### config.mk
export PLATFORM = sky130hd
export DESIGN_NAME = cht_ctrl
export DESIGN_NICKNAME = d
export VERILOG_FILES = /design/src/rtl/cht_pkg.sv /design/src/rtl/cht_ctrl.sv
export SDC_FILE = /design/constraint.sdc
export NUM_CORES = 1
export LEC_CHECK = 0
export BUFFER_PORTS_ARGS = -buffer_cell sky130_fd_sc_hd__buf_2
export CORE_AREA = 4 4 41 43
export DETAILED_ROUTE_END_ITERATION = 10
export DIE_AREA = 0 0 45 47
export HOLD_SLACK_MARGIN = 0.08
export SLEW_MARGIN = 20
export SYNTH_ARGS = -nofsm -noshare
export SYNTH_HDL_FRONTEND = slang
export SYNTH_SLANG_ARGS = --single-unit
### constraint.sdc
create_clock -name clock -period 1.55 [get_ports clock]
set_clock_uncertainty 0.1 [all_clocks]
set_input_delay 0.2325 -clock clock [delete_from_list [all_inputs] [get_ports clock]]
set_output_delay 0.2325 -clock clock [all_outputs]
set_load 0.01 [all_outputs]
### src/rtl/cht_pkg.sv
// Package for the chained hash table: request and response payloads,
// request and status codes, and the controller/datapath command structs.
// No dependencies.
package cht_pkg;

   localparam int unsigned KEY_W      = 31;
   localparam int unsigned VALUE_W    = 32;
   localparam int unsigned STATUS_W   = 3;
   localparam int unsigned REQ_W      = 2;
   // Key is reduced one byte per step, most significant byte first
   localparam int unsigned KEY_BYTES  = 4;
   localparam int unsigned BYTE_CNT_W = 2;

   // Request codes; any other code behaves as a search
   localparam logic [REQ_W-1:0] REQ_INSERT = 2'd0;
   localparam logic [REQ_W-1:0] REQ_REMOVE = 2'd1;
   localparam logic [REQ_W-1:0] REQ_SEARCH = 2'd2;

   // Response status codes
   localparam logic [STATUS_W-1:0] ST_INSERTED  = 3'd0;
   localparam logic [STATUS_W-1:0] ST_REPLACED  = 3'd1;
   localparam logic [STATUS_W-1:0] ST_REMOVED   = 3'd2;
   localparam logic [STATUS_W-1:0] ST_FOUND     = 3'd3;
   localparam logic [STATUS_W-1:0] ST_NOT_FOUND = 3'd4;
   localparam logic [STATUS_W-1:0] ST_FULL      = 3'd5;

   typedef struct packed {
      logic [REQ_W-1:0]   req_type;
      logic [KEY_W-1:0]   key;
      logic [VALUE_W-1:0] value;
   } req_payload_type;

   typedef struct packed {
      logic [STATUS_W-1:0] status;
      logic                is_empty;
   } rsp_payload_type;

   // Controller to datapath
   typedef struct packed {
      logic clear_step;
      logic capture;
      logic hash_step;
      logic scan_step;
      logic commit;
      logic respond;
   } cmd_type;

   // Datapath to controller
   typedef struct packed {
      logic clear_done;
      logic hash_done;
      logic scan_last;
   } flags_type;

endpackage

### src/rtl/cht_ctrl.sv
// Controller for the chained hash table: sequences clear, hash, bucket scan,
// write-back and response. Depends on cht_pkg.
module cht_ctrl (
   input  logic               clock,
   input  logic               reset,
   input  logic               req_valid,
   output logic               req_stall,
   output logic               rsp_valid,
   input  logic               rsp_stall,
   output cht_pkg::cmd_type   cmd,
   input  cht_pkg::flags_type flags
);

   typedef enum logic [2:0] {
      CLEAR,
      IDLE,
      HASH,
      SCAN,
      DRAIN,
      COMMIT,
      RESP
   } state_type;

   state_type state_ff, state_in;
   logic      rsp_valid_ff, rsp_valid_in;
   logic      out_free;

   assign out_free = !rsp_valid_ff || !rsp_stall;

   always_comb begin
      cmd            = '0;
      state_in       = state_ff;
      case (state_ff)
         CLEAR: begin
            cmd.clear_step = 1'b1;
            if (flags.clear_done) state_in = IDLE;
         end
         IDLE: begin
            if (req_valid) begin
               cmd.capture = 1'b1;
               state_in    = HASH;
            end
         end
         HASH: begin
            cmd.hash_step = 1'b1;
            if (flags.hash_done) state_in = SCAN;
         end
         SCAN: begin
            cmd.scan_step = 1'b1;
            if (flags.scan_last) state_in = DRAIN;
         end
         DRAIN: begin
            state_in = COMMIT;
         end
         COMMIT: begin
            cmd.commit = 1'b1;
            state_in   = RESP;
         end
         RESP: begin
            if (out_free) begin
               cmd.respond = 1'b1;
               state_in    = IDLE;
            end
         end
         default: begin
            state_in = CLEAR;
         end
      endcase
   end

   always_comb begin
      if (cmd.respond) begin
         rsp_valid_in = 1'b1;
      end else if (!rsp_stall) begin
         rsp_valid_in = 1'b0;
      end else begin
         rsp_valid_in = rsp_valid_ff;
      end
   end

   always_ff @(posedge clock) begin
      if (reset) begin
         state_ff     <= CLEAR;
         rsp_valid_ff <= 1'b0;
      end else begin
         state_ff     <= state_in;
         rsp_valid_ff <= rsp_valid_in;
      end
   end

   assign req_stall = (state_ff != IDLE);
   assign rsp_valid = rsp_valid_ff;

endmodule

==> reports/metrics.cfg, run 1 <==
[clock_network]
numCtsBuffers = 3
cts_max_level = 1
clock-sinks = 4
clk_path_buf_depth = 2
clock-root-buffer = clkbuf_4
cts_tree = built
clk_pin_slew_ps = 40
clock_latency_ps = 240
cts_hold_buffers = 0

[place]
port_buffers = 14
hpwl_um = 575
place_congestion = 0.803

[worst_setup_path]
rrSetupSlack_ps = 310
crit_fanout = 3
critPathBufInv = 1
cp_cell_sequence = nand2b_4, or2_4, a21oi_2, buf_2
crit_type = flip-flop to output port
startpoint_type = flip-flop
path_delay_family = simple AND/OR/NAND/NOR gates
cpPeakStageDelay_ps = 310
slowest_stage = dfxtp_2
crit_arrival_ps = 1150
cp_data_required_time_ps = 1220
end_kind = output port

[global_route]
gr-total-overflow = 0
grt_usage_pct = 8.14
grt_max_degree = 11
grt_pass1_vias = 307
grt_antenna_before_repair = 0
grt_pass1_wl_um = 1240

[route]
first_pass_iters = 2
drtIter0Drc = 2
viasPerCell = 4.45
ant_nets = 0
wl_per_cell_um = 10.9
num_vias = 307
drc = 0
routed_wl_um = 749

[layout]
syn_to_final_growth_pct = 48.2
num_antenna_cells = 0
fin_nets = 63
drive_gt1_share_pct = 59.3
fillerInstances = 146

[sta]
max-slew-margin-rel_pct = 79.3
slew_violations = 0
fmax_mhz = 673
finalCriticalPeriod_ps = 1490
finalSetupViolCount = 0
worst_pin_slew_ps = 308
finalCritPeriodShare_pct = 95.9
whs_ps = 108
setup-tns-final_ps = 0
hold_violations = 0

[flow_run]
maxCapViolCount = 0

[power_and_ir_drop]
p_sw_share_pct = 29.3
vdd_drop_max_mv = 0.530
power_leakage_nw = 0.200
power_density_nw_per_um2 = 823
design_power_total_mw = 0.342
share_comb_of_total_power_pct = 26.7
switchingPower_mw = 0.100
intPower_mw = 0.242
p_seq_share_pct = 33.5
p_clk_share_pct = 39.8

[synth]
avgSynthCellArea_um2 = 8.01
synthCells = 35
ys.warnings.count = 0
ys_types = 22
netlist.area_leader.share_pct = 28.6
synth_nets = 42
synth_seq_area_share_pct = 28.6
synthesis.area_um2 = 280
synth_top_cells_by_area = dfxtp_1 (29%), buf_6 (8.0%), a21oi_1 (7.1%), and3b_1 (6.3%), a2111oi_2 (5.4%)
synth-seq-cells = 4
yosysTopAreaCell = dfxtp_1

[floorplanning]
die_w_um = 45
die_h_um = 47
fp.dieArea_um2 = 2120
io-pin-count = 15
start_util_pct = 21.5
num_rows = 13
core_area_um2 = 1300

[run_status]
status = complete, no violations

[worst_hold_path]
min_path_type = input pin to flip-flop

==> layer usage <==
layer	share of wire [%]	track usage (%)	routed length, um
met3	7.9	4.60	59
met4	0	1.75	0
met1	44	9.11	326
met2	48	13.6	362
met5	0	0	0
==> timing repair <==
item	4_1_cts	5_1_grt
resized for setup	0	6
setup buffers	0	2
setup endpoints to repair	0	1
==> worst reg2reg max path: stages, from the launching register on <==
cell	delay, ps
dfxtp_2	330
buf_4	160
nand2_1	70
o211ai_2	100
a2111oi_2	360
==> cell usage after synthesis (all sizes together) <==
| cell type | instances |
|---|---|
| a21oi | 5 |
| nand3 | 1 |
| dfxtp | 4 |
| nor4 | 1 |
| or2 | 1 |
| and3 | 1 |
| nand2b | 1 |
| nand2 | 3 |
| nor3 | 1 |
| o21ai | 2 |
| and3b | 2 |
| nor2 | 2 |
| nor2b | 1 |
| a2111oi | 1 |
| o211ai | 2 |
| buf | 3 |
| a211oi | 1 |
| inv | 3 |
==> sequential cells by signal, indices dropped and copies added (netlist names) <==
signal / count
state_ff: 3
rsp_valid: 1
==> final cells by class <==
cell class	instances	area, um2	share of cell area (%)
repair buffers	19	108	25.9
inverters	3	11.3	2.71
well taps	15	18.8	4.52
clock buffers	3	22.5	5.42
flip-flops and latches	4	82.6	19.9
multi-input cells	25	173	41.6
==> final timing paths <==
path / from / end / depth (start not counted)
hold / removal: reset / rsp_valid$_SDFFE_PP0P_ / 2
setup / recovery: state_ff[0]$_SDFFE_PP0P_ / cmd[0] / 4
setup reg to reg: state_ff[1]$_SDFFE_PP0P_ / state_ff[0]$_SDFFE_PP0P_ / 4
hold reg to reg: rsp_valid$_SDFFE_PP0P_ / rsp_valid$_SDFFE_PP0P_ / 2
==> cell families after synthesis <==
kind of cell,count (synthesis),share of synthesized area [%]
simple gates,14,27.7
flops,4,28.6
buf+inv,6,14.7
compound gates,11,29.0
==> power by group through the flow <==
stage | sequential [mW] | combinational, mW | clock (mW)
after floorplan | 0.116 | 0.0512 | 0
after global placement | 0.114 | 0.0839 | 0
after detailed placement | 0.114 | 0.0848 | 0
after CTS | 0.112 | 0.0850 | 0.135
after global routing | 0.115 | 0.101 | 0.151
final | 0.115 | 0.0912 | 0.136
==> metrics by stage <==
step	setup WS [ps]	instances	utilization [%]	area [um2]
after floorplan	184	35	-	280
after CTS	28.0	67	29.5	384
after global routing	-2.70	69	31.9	415
final	63.3	69	31.9	415
after global placement	285	64	27.8	362
after detailed placement	284	64	27.8	362
==> cell usage in the layout, fill, tap and decap left out, types with 2 or more instances in the layout <==
cell type  count
nor2_1         2
buf_2         14
and3b_1        2
clkbuf_4       3
inv_2          2
dfxtp_2        2
o21ai_0        2
a21oi_2        2
nand2_1        3
a21oi_1        3
buf_4          5
dfxtp_1        2
(Power assumes the default switching activity.)
==> run 2: changes to the inputs <==
--- a/config.mk
+++ b/config.mk
@@ -5,10 +5,11 @@
 export SDC_FILE = /design/constraint.sdc
 export NUM_CORES = 1
 export LEC_CHECK = 0
-export BUFFER_PORTS_ARGS = -buffer_cell sky130_fd_sc_hd__buf_2
 export CORE_AREA = 4 4 41 43
+export CTS_CLUSTER_SIZE = 10
 export DETAILED_ROUTE_END_ITERATION = 10
 export DIE_AREA = 0 0 45 47
+export DONT_BUFFER_PORTS = 1
 export HOLD_SLACK_MARGIN = 0.08
 export SLEW_MARGIN = 20
 export SYNTH_ARGS = -nofsm -noshare
==> run 2 against run 1 <==
Effect of this change: first-iteration DRC count grew to 2.5 times the previous value; global-route usage is 0.066 points higher; sequential share of layout area is 4.5 points higher; critical endpoint unchanged; largest cell class unchanged.
==> reports/metrics.cfg, run 2 (synthesized netlist as in run 1, its figures left out) <==
[run_status]
status = complete, no violations

[clock_network]
cts_max_level = 1
clock_latency_ps = 230
numCtsBuffers = 3
clk_path_buf_depth = 2
clock-sinks = 4
clk_pin_slew_ps = 40
cts_tree = built
post-cts-setup-buffers = 0
clock-root-buffer = clkbuf_4

[sta]
finalCriticalPeriod_ps = 1480
slew_violations = 0
setup-tns-final_ps = 0
rsz0062_at_grt = false
hold_violations = 0
max-slew-margin-rel_pct = 72.0
finalSetupViolCount = 0
worst_pin_slew_ps = 417
fmax_mhz = 677
whs_ps = 129
finalCritPeriodShare_pct = 95.4

[route]
first_pass_iters = 3
viasPerCell = 4.84
num_vias = 266
drc = 0
drtIter0Drc = 5
routed_wl_um = 708
wl_per_cell_um = 12.9
ant_nets = 0

[layout]
final_cell_mix = nand2_1 (3), a21oi_1 (3), clkbuf_4 (3), dlygate4sd3_1 (3), dfxtp_1 (3)
final_cells = 55
finalCoreUtilization_pct = 26.4
regMostFlops = state_ff
drive_gt1_share_pct = 27.5
multi_input_area_um2 = 163
fillerInstances = 154
largest_register_ff_count = 3
fin_nets = 49
num_antenna_cells = 0
regArea_um2 = 83.8
syn_to_final_growth_pct = 22.8

[worst_setup_path]
cp_cell_sequence = nand2b_1, or2_1, a21oi_2
startpoint_type = flip-flop
crit_fanout = 8
cp_data_required_time_ps = 1220
crit_arrival_ps = 1150
end_kind = output port
slowest_stage = dfxtp_4
cpPeakStageDelay_ps = 370
crit_type = flip-flop to output port

[global_route]
gr-total-overflow = 0
grt_pass1_vias = 299
grt_usage_pct = 8.21
grt_max_degree = 11
grt_pass1_wl_um = 1200
grt_antenna_before_repair = 0

[place]
hpwl_um = 530
dpl.cell_count = 49
place_congestion = 0.724
port_buffers = 0

[floorplanning]
core_area_um2 = 1300
start_util_pct = 21.5
num_rows = 13
fp.dieArea_um2 = 2120
die_w_um = 45
die_h_um = 47
io-pin-count = 15

[power_and_ir_drop]
power_density_nw_per_um2 = 902
power_leakage_nw = 0.130
vdd_drop_max_mv = 0.297
design_power_total_mw = 0.310

[flow_run]
maxCapViolCount = 0

[worst_hold_path]
min_path_type = input pin to flip-flop

[run 2: worst paths after layout]
kind                            start                  endpoint  slack (ps)  cells past startpoint
max          state_ff[1]$_SDFFE_PP0P_                    cmd[0]          70                      3
min                          flags[0]  state_ff[0]$_SDFFE_PP0P_         130                      3
max reg2reg    rsp_valid$_SDFFE_PP0P_  state_ff[0]$_SDFFE_PP0P_         400                      3
min reg2reg  state_ff[1]$_SDFFE_PP0P_  state_ff[1]$_SDFFE_PP0P_         440                      2
[run 2: area by class of cell]
type | count | share of cell area [%]
clock buffers | 3 | 6.55
flip-flops and latches | 4 | 24.4
repair buffers | 5 | 13.1
multi-input cells | 25 | 47.3
inverters | 3 | 3.27
well taps | 15 | 5.45
[run 2: worst max-delay path: cells and delay by family (launching register included)]
family / cells / cell delay [ps]
flip-flops: 1 / 370
AND/OR/NAND/NOR: 2 / 370
AO/OA/AOI/OAI: 1 / 170
[run 2: timing repair]
action	4_1_cts	5_1_grt
gates resized for setup	2	1
setup endpoints to repair	1	1
hold buffers	3	0
endpoints found under the hold margin	4	0
pin swaps	0	0
[run 2: per-stage QoR]
step / worst slack (ps) / area [um2]
floorplan: 184 / 280
global placement: 181 / 284
detailed placement: 176 / 284
CTS: 52.7 / 342
global route: 7.48 / 344
finish: 72.1 / 344
[run 2: metal layers]
layer  global-route usage [%]  share of wire [%]
met3                     1.15                5.6
met1                     8.62                 44
met2                     13.6                 50
met4                     8.77                  0
met5                        0                  0
[run 2: power breakdown]
part / leakage, nW / internal (mW) / switching [mW]
combinational: 0.0832 / 0.0272 / 0.0365
sequential: 0.0334 / 0.110 / 0.00599
clock: 0.0138 / 0.0867 / 0.0442
total: 0.130 / 0.224 / 0.0867
